`src/rtl/pgp_pkg.sv`:
```
// pgp_pkg: shared constants, codes and types of the phosphor goniometer plotter
// used by the channel interfaces, the divider and the top level
package pgp_pkg;

    // default geometry and history size
    localparam int RING_DEPTH_DEF    = 512;
    localparam int PLOT_RADIUS_DEF   = 170;
    localparam int CANVAS_WIDTH_DEF  = 800;
    localparam int CANVAS_HEIGHT_DEF = 480;

    // field widths
    localparam int SAMPLE_W = 16;
    localparam int SEQ_W    = 32;
    localparam int AGE_W    = 9;
    localparam int PX_W     = 10;
    localparam int PY_W     = 9;
    localparam int INT_W    = 8;
    localparam int HIST_W   = 10;

    // configuration port
    localparam int CFG_IDX_W  = 1;
    localparam int CFG_DATA_W = 10;
    localparam logic [CFG_IDX_W-1:0] CFG_HISTORY_LIMIT = 1'b0;
    localparam logic [CFG_IDX_W-1:0] CFG_DISPLAY_MODE  = 1'b1;

    // item opcodes and display modes
    localparam logic OP_PUSH = 1'b0;
    localparam logic OP_PLOT = 1'b1;
    localparam logic MODE_XY = 1'b0;
    localparam logic MODE_MS = 1'b1;

    // reset values and intensity scales
    localparam logic [HIST_W-1:0] HIST_RESET = 10'd256;
    localparam logic [SEQ_W-1:0]  SEQ_RESET  = 32'hFFFF_FFFF;
    localparam logic [INT_W-1:0]  GREEN_FULL = 8'd204;
    localparam logic [INT_W-1:0]  BLUE_FULL  = 8'd170;

    // samples are Q1.15
    localparam int Q_FRAC = 15;

    // shared multiplier: age cubed is 27 bits, depth up to 4096 keeps d squared at 24
    localparam int A3_W    = 3 * AGE_W;
    localparam int MUL_A_W = A3_W + 1;
    localparam int MUL_B_W = 13;
    localparam int MUL_P_W = MUL_A_W + MUL_B_W;

    // divider: quotient never passes the full intensity
    localparam int QUOT_W = INT_W;
    localparam int NUM_W  = A3_W + INT_W;

    typedef struct packed {
        logic busy;
        logic done;
    } div_stat_t;

endpackage

```
`src/rtl/pgp_div.sv`:
```
// pgp_div: restoring divider, one quotient bit per cycle
// depends on pgp_pkg for widths and the status struct
module pgp_div #(
    parameter int NUM_W = pgp_pkg::NUM_W,
    parameter int DEN_W = 3 * $clog2(pgp_pkg::RING_DEPTH_DEF),
    parameter int Q_W   = pgp_pkg::QUOT_W
) (
    input  logic                clk,
    input  logic                rst_n,
    input  logic                start,
    input  logic [NUM_W-1:0]    numer,
    input  logic [DEN_W-1:0]    denom,
    output pgp_pkg::div_stat_t  stat,
    output logic [Q_W-1:0]      quot
);

    localparam int CMP_W = (NUM_W > DEN_W + Q_W) ? NUM_W : DEN_W + Q_W;
    localparam int KW    = $clog2(Q_W);

    logic [NUM_W-1:0] rem_reg, rem_next;
    logic [DEN_W-1:0] den_reg, den_next;
    logic [Q_W-1:0]   q_reg, q_next;
    logic [KW-1:0]    k_reg, k_next;
    logic             busy_reg, busy_next;
    logic             done_reg, done_next;

    logic [CMP_W-1:0] shifted;
    logic [CMP_W-1:0] diff;
    logic             ge;

    assign shifted = CMP_W'(den_reg) << k_reg;
    assign ge      = CMP_W'(rem_reg) >= shifted;
    assign diff    = CMP_W'(rem_reg) - shifted;

    always_comb
    begin
        rem_next  = rem_reg;
        den_next  = den_reg;
        q_next    = q_reg;
        k_next    = k_reg;
        busy_next = busy_reg;
        done_next = 1'b0;
        if (start)
        begin
            rem_next  = numer;
            den_next  = denom;
            q_next    = '0;
            k_next    = KW'(Q_W - 1);
            busy_next = 1'b1;
        end
        else if (busy_reg)
        begin
            if (ge)
            begin
                rem_next = diff[NUM_W-1:0];
            end
            q_next = {q_reg[Q_W-2:0], ge};
            if (k_reg == '0)
            begin
                busy_next = 1'b0;
                done_next = 1'b1;
            end
            else
            begin
                k_next = k_reg - 1'b1;
            end
        end
    end

    always_ff @(posedge clk or negedge rst_n)
    begin
        if (!rst_n)
        begin
            busy_reg <= 1'b0;
            done_reg <= 1'b0;
            k_reg    <= '0;
        end
        else
        begin
            busy_reg <= busy_next;
            done_reg <= done_next;
            k_reg    <= k_next;
        end
    end

    always_ff @(posedge clk)
    begin
        rem_reg <= rem_next;
        den_reg <= den_next;
        q_reg   <= q_next;
    end

    assign stat.busy = busy_reg;
    assign stat.done = done_reg;
    assign quot      = q_reg;

endmodule

```
`config.mk`:
```
export PLATFORM = sky130hd
export DESIGN_NAME = pgp_div
export DESIGN_NICKNAME = d
export VERILOG_FILES = /design/src/rtl/pgp_pkg.sv /design/src/rtl/pgp_div.sv
export SDC_FILE = /design/constraint.sdc
export NUM_CORES = 1
export LEC_CHECK = 0
export BUFFER_PORTS_ARGS = -buffer_cell sky130_fd_sc_hd__buf_4
export CORE_MARGIN = 4
export CORE_UTILIZATION = 59
export CTS_BUF_LIST = sky130_fd_sc_hd__clkbuf_16
export DETAILED_ROUTE_END_ITERATION = 10
export GPL_TIMING_DRIVEN = 0
export PLACE_DENSITY = 0.81
export SLEW_MARGIN = 30
export SYNTH_ARGS = -nofsm -noshare
export SYNTH_HDL_FRONTEND = slang
export SYNTH_SLANG_ARGS = --single-unit
```
`constraint.sdc`:
```
create_clock -name clk -period 5.7 [get_ports clk]
set_input_delay 1.71 -clock clk [delete_from_list [all_inputs] [get_ports clk]]
set_output_delay 1.71 -clock clk [all_outputs]
set_load 0.02 [all_outputs]
```
==> results of run 1 <==
-- worst max-delay path, cell delays in order, from the launching register on --
cell and delay, ps:
dfrtp_1 320, buf_2 260, buf_2 350, clkbuf_1 420
mux2i_1 190, a21oi_1 300, mux2i_1 200, ha_1 450
and4_1 240, nand3_1 80, a21oi_1 240, o21ai_2 160
a21oi_2 270, a21bo_1 210, o211ai_1 110, o211ai_1 310
buf_2 310, buf_2 230, buf_2 220
-- layout make-up --
class | count | share of cell area
repair buffers | 79 | 0.0878
well taps | 111 | 0.0210
clock buffers | 12 | 0.0454
flip-flops and latches | 75 | 0.325
plain buffers | 34 | 0.0246
inverters | 13 | 0.00738
multi-input cells | 439 | 0.486
clock inverters | 4 | 0.00322
-- synth_stat cells (all sizes together), types with 6 or more instances --
cell type | count | area share
nand3 | 6 | 0.0054
ha | 36 | 0.081
nor3 | 8 | 0.0072
nand2b | 6 | 0.0067
a21o | 20 | 0.027
nand4 | 10 | 0.011
o211ai | 6 | 0.0081
xnor2 | 11 | 0.017
buf | 13 | 0.013
o21bai | 6 | 0.0081
inv | 13 | 0.0088
mux2i | 42 | 0.076
nor2 | 36 | 0.024
xor2 | 15 | 0.024
edfxtp | 62 | 0.33
dfxtp | 8 | 0.029
a31oi | 6 | 0.0067
o21ai | 48 | 0.044
a21oi | 47 | 0.046
clkbuf | 21 | 0.016
mux4 | 14 | 0.057
nand2 | 67 | 0.045
-- logic make-up after synthesis --
group,after synthesis
compound gates,164
mux,59
buf+inv,47
simple gates,153
flops,75
xor+xnor,26
fa+ha+maj,37
-- layer usage --
layer  track usage  up-vias
met2         0.408      198
met3        0.0488       32
met1         0.341     2202
met4         0.102        0
met5             0        -
li1              -     2292
-- how the worst min path moves through the flow --
stage                  start       end  depth (start not counted)
finish               quot[0]   quot[0]                          2
floorplan           busy_reg  done_reg                          2
global route         quot[0]   quot[0]                          2
CTS                  quot[0]   quot[0]                          2
global placement     quot[7]   quot[7]                          2
detailed placement   quot[0]   quot[0]                          2
-- power by group through the flow --
| stage | logic [mW] | clock network [mW] | registers [mW] |
|---|---|---|---|
| after floorplan | 1.38 | 0 | 0.875 |
| after global placement | 1.71 | 0 | 0.896 |
| after detailed placement | 1.77 | 0 | 0.896 |
| after CTS | 1.78 | 0.601 | 0.887 |
| after global routing | 2.02 | 0.626 | 0.900 |
| final | 1.82 | 0.591 | 0.887 |
-- metrics by stage --
step                instance area (um^2)  total power, mW
finish                              6610             3.30
global route                        6610             3.55
global placement                    6260             2.61
floorplan                           5570             2.26
CTS                                 6610             3.27
detailed placement                  6290             2.67
==> impl_metrics.py, run 1 <==
metrics = {
    "status": {
        "status": "finished, final reports clean",
    },
    "cells_and_area": {
        "multi_input_area_um2": 3210,
        "mostFrequentLayoutCell": "buf_4",
        "regArea_um2": 2150,
        "areaGrowthSynthToFinish_pct": 18.7,
        "layout_common_cells": "buf_4, nand2_1, edfxtp_1",
        "n_fill_cell": 675,
        "fin_util": 0.719,
        "layoutNonFillerInstCount": 767,
        "drive_above_1_share": 0.201,
        "fin_nets": 753,
        "n_antenna_cell": 0,
        "largest_reg_flops": 35,
    },
    "die": {
        "die_y_um": 105,
        "die_x_um": 105,
        "rows": 35,
        "coreArea_um2": 9200,
        "ioPinCount": 75,
        "die-area_um2": 11100,
        "start_util": 0.605,
    },
    "synth": {
        "syn_inst": 561,
        "synth_compound_gate_area_share": 0.188,
        "synth_top_family_by_area": "compound AO/OA/AOI/OAI gates",
        "synth-simple-area-share": 0.124,
        "synth_nets": 663,
        "synth_area_um2": 5570,
        "synthAdderAreaFrac": 0.0845,
        "synth_cell_types": 64,
        "ys_seq_area_frac": 0.386,
        "yosys_warnings": 0,
        "ys_seq_elements": 75,
        "synth_xor_xnor_area_share": 0.0409,
        "muxShareOfSynthArea": 0.138,
        "synth_edf_count": 62,
        "syn_avg_cell_area_um2": 9.92,
        "synthArstFlopShare": 0.0667,
        "ys.flop_type": "edfxtp_1",
    },
    "clock_network": {
        "htreeDepth": 3,
        "cts_buffer_depth": 2,
        "cts_resized": 0,
        "cts_tree": "yes",
        "cts_buffers": 9,
        "cts_setup_buffers": 0,
        "clkTransAtPathRegs_ps": 60,
        "hold_buffers": 0,
        "clock_latency_ps": 330,
        "cts_root_buffer": "clkbuf_16",
        "cts.sinks": 75,
    },
    "worst_setup_path": {
        "critPathLaunch": "k_reg[0]",
        "critPathMaxFanout": 10,
        "arrival_ps": 5210,
        "r2r_cells": 18,
        "start_kind": "flop",
        "r2r_end": "rem_reg[8]",
        "setup.worst_path.class": "reg -> reg",
        "critPathCapture": "rem_reg[8]",
        "regToRegSetupSlack_ps": 520,
        "cp-end-kind": "flop",
        "critPathRequiredTime_ps": 5730,
        "r2r_start": "k_reg[0]",
    },
    "pwr": {
        "p_per_area_nw_per_um2": 499,
        "pwr-share-seq": 0.269,
        "vdd_drop_max_mv": 0.205,
        "clockPowerShare": 0.179,
        "combPwrFrac": 0.551,
        "internal_power_mw": 1.93,
        "p_leak_nw": 3.01,
        "switching_share": 0.414,
        "p_switching_mw": 1.37,
    },
    "sta": {
        "fmaxAchievable_mhz": 193,
        "period_share": 0.910,
        "worstMarginPinSlew_ps": 709,
        "setup_violations": 0,
        "slew_headroom": 0.528,
        "holdWs_ps": 517,
        "rsz0062_at_grt": "false",
        "hold_violations": 0,
        "drv_slew": 0,
        "setup_tns_ps": 0,
        "fin_crit_ps": 5180,
        "finClkSkew_ps": 10.4,
        "worst_slack_ps": 516,
    },
    "routing": {
        "wl_per_cell_um": 17.8,
        "dr.pass1.iters": 5,
        "routed_wl_um": 13700,
        "first_iter_violations": 382,
        "dr_wl_met3_um": 909,
        "vias": 4724,
        "wl_met2_um": 6380,
        "post-route-drc-count": 0,
        "ant_nets": 0,
        "m1WireLength_um": 6000,
        "highest_layer": "met4",
        "viasPerCell": 6.16,
    },
    "grt": {
        "grt_antenna_before_repair": 0,
        "overflow": 0,
        "grtUsageTotal": 0.255,
        "grt_pass1_wl_um": 22400,
        "first_global_vias": 4563,
        "grt_max_degree": 33,
    },
    "placement": {
        "port_buffers": 74,
        "routabilityCongestion": 0.957,
        "pre_cts_ws_ps": 593,
        "dpl.hpwl_um": 10900,
        "dp.cells": 751,
    },
    "flow_run": {
        "cap_viol_max_count": 0,
    },
    "hold_path": {
        "min_path_type": "reg -> reg",
    },
}
No activity file was read; power rests on OpenSTA's default activity.
==> inputs of run 2 (changes only) <==
--- a/config.mk
+++ b/config.mk
@@ -11,6 +11,8 @@
 export CTS_BUF_LIST = sky130_fd_sc_hd__clkbuf_16
 export DETAILED_ROUTE_END_ITERATION = 10
 export GPL_TIMING_DRIVEN = 0
+export HOLD_SLACK_MARGIN = 0.15
+export MAX_ROUTING_LAYER = met4
 export PLACE_DENSITY = 0.81
 export SLEW_MARGIN = 30
 export SYNTH_ARGS = -nofsm -noshare
==> run 2 against run 1 <==
Compared with the run above:
- final cell count is the same
- critical path depth did not move
- clock power fell by 9.8%
- combinational power is essentially flat
- worst hold slack worse by 7.3 ps
- count of clock-buffer cells in the layout fell by 3
- register-to-register slack barely moved
- worst setup slack worse by 13 ps
- sequential share of layout area increased by 0.22 points
- clock skew is 2.5 ps lower
- critical path type unchanged
- critical endpoint is now rem_reg[14]
==> impl_metrics.py, run 2 (synthesis results as in run 1) <==
metrics = {
    "status": {
        "status": "finished, final reports clean",
    },
    "worst_setup_path": {
        "critPathMaxFanout": 10,
        "arrival_ps": 5230,
        "regToRegSetupSlack_ps": 500,
        "cp-end-kind": "flop",
        "critPathRequiredTime_ps": 5730,
        "setup.worst_path.class": "reg -> reg",
        "start_kind": "flop",
    },
    "clock_network": {
        "cts.sinks": 75,
        "cts_buffers": 9,
        "cts_tree": "yes",
        "cts_buffer_depth": 2,
        "cts_setup_buffers": 0,
        "clock_latency_ps": 330,
        "cts_resized": 0,
        "hold_buffers": 0,
        "clkTransAtPathRegs_ps": 60,
        "cts_root_buffer": "clkbuf_16",
        "htreeDepth": 3,
    },
    "grt": {
        "grt_pass1_wl_um": 22600,
        "grtUsageTotal": 0.263,
        "grt_antenna_before_repair": 0,
        "grt_max_degree": 33,
        "overflow": 0,
        "first_global_vias": 4639,
    },
    "sta": {
        "fmaxAchievable_mhz": 192,
        "setup_violations": 0,
        "period_share": 0.912,
        "drv_slew": 0,
        "setup_tns_ps": 0,
        "worstMarginPinSlew_ps": 714,
        "finClkSkew_ps": 7.82,
        "hold_violations": 0,
        "slew_headroom": 0.524,
        "fin_crit_ps": 5200,
        "holdWs_ps": 510,
        "worst_slack_ps": 503,
        "rsz0062_at_grt": "false",
    },
    "routing": {
        "ant_nets": 0,
        "first_iter_violations": 338,
        "post-route-drc-count": 0,
        "dr.pass1.iters": 5,
        "routed_wl_um": 13700,
        "vias": 4732,
        "viasPerCell": 6.17,
        "wl_per_cell_um": 17.9,
    },
    "flow_run": {
        "cap_viol_max_count": 0,
    },
    "pwr": {
        "vdd_drop_max_mv": 0.210,
        "total_power_mw": 3.23,
        "combPwrFrac": 0.560,
        "switching_share": 0.425,
        "internal_power_mw": 1.86,
        "p_per_area_nw_per_um2": 492,
        "pwr-share-seq": 0.275,
        "p_leak_nw": 2.97,
        "p_switching_mw": 1.37,
        "clockPowerShare": 0.165,
    },
    "placement": {
        "pre_cts_ws_ps": 602,
        "port_buffers": 74,
        "dpl_cell_area_um2": 6290,
        "routabilityCongestion": 0.971,
        "dpl.hpwl_um": 10900,
        "dp.cells": 751,
    },
    "die": {
        "start_util": 0.605,
        "die_y_um": 105,
        "rows": 35,
        "die_x_um": 105,
        "ioPinCount": 75,
        "die-area_um2": 11100,
        "coreArea_um2": 9200,
    },
    "cells_and_area": {
        "largest_reg_flops": 35,
        "mostFrequentLayoutCell": "buf_4",
        "areaGrowthSynthToFinish_pct": 17.9,
        "n_antenna_cell": 0,
        "regArea_um2": 2150,
        "layout_common_cells": "buf_4, nand2_1, edfxtp_1",
        "layoutNonFillerInstCount": 767,
        "drive_above_1_share": 0.203,
        "fin_nets": 753,
        "multi_input_area_um2": 3210,
        "post-route-cell-area_um2": 6560,
        "fin_util": 0.714,
        "n_fill_cell": 706,
    },
    "hold_path": {
        "min_path_type": "reg -> reg",
    },
}
==> run 2: routing by layer <==
layer	routed length, um	vias to the layer above	global-route usage
li1	-	2287	-
met1	6020	2248	0.350
met2	6540	176	0.418
met3	933	21	0.0482
met4	218	0	0.0684
met5	0	-	-
==> run 2: worst paths after layout <==
kind	cells after the start	start	end
worst max-delay path	18	k_reg[0]	rem_reg[14]
worst min register to register	2	quot[0]	quot[0]
min in group asynchronous	1	rst_n	k_reg[0]
worst max register to register	18	k_reg[0]	rem_reg[14]
worst min-delay path	2	quot[0]	quot[0]
max in group asynchronous	1	rst_n	done_reg
==> run 2: cell type report <==
| cell class | count | share of cell area |
|---|---|---|
| multi-input cells | 439 | 0.489 |
| inverters | 13 | 0.00743 |
| well taps | 111 | 0.0212 |
| repair buffers | 79 | 0.0884 |
| plain buffers | 34 | 0.0248 |
| clock inverters | 7 | 0.00782 |
| clock buffers | 9 | 0.0343 |
| flip-flops and latches | 75 | 0.327 |
==> run 2: power by group through the flow <==
| stage | combinational, mW | clock (mW) | sequential (mW) |
|---|---|---|---|
| after floorplan | 1.38 | 0 | 0.875 |
| after CTS | 1.78 | 0.541 | 0.887 |
| after detailed placement | 1.77 | 0 | 0.896 |
| final | 1.81 | 0.533 | 0.886 |
| after global routing | 2.02 | 0.568 | 0.898 |
| after global placement | 1.72 | 0 | 0.896 |
==> run 2: critical path, stage by stage (launching register included) <==
cell and delay (ps):
dfrtp_1 320, buf_2 260, buf_2 350, clkbuf_1 420, mux2i_1 180, a21oi_1 300
mux2i_1 200, ha_1 450, and4_1 240, nand3_1 80, a21oi_1 230, o21ai_2 150
a21oi_2 280, a21bo_1 210, o211ai_1 110, o211ai_1 320, buf_2 310, buf_2 230
buf_2 230
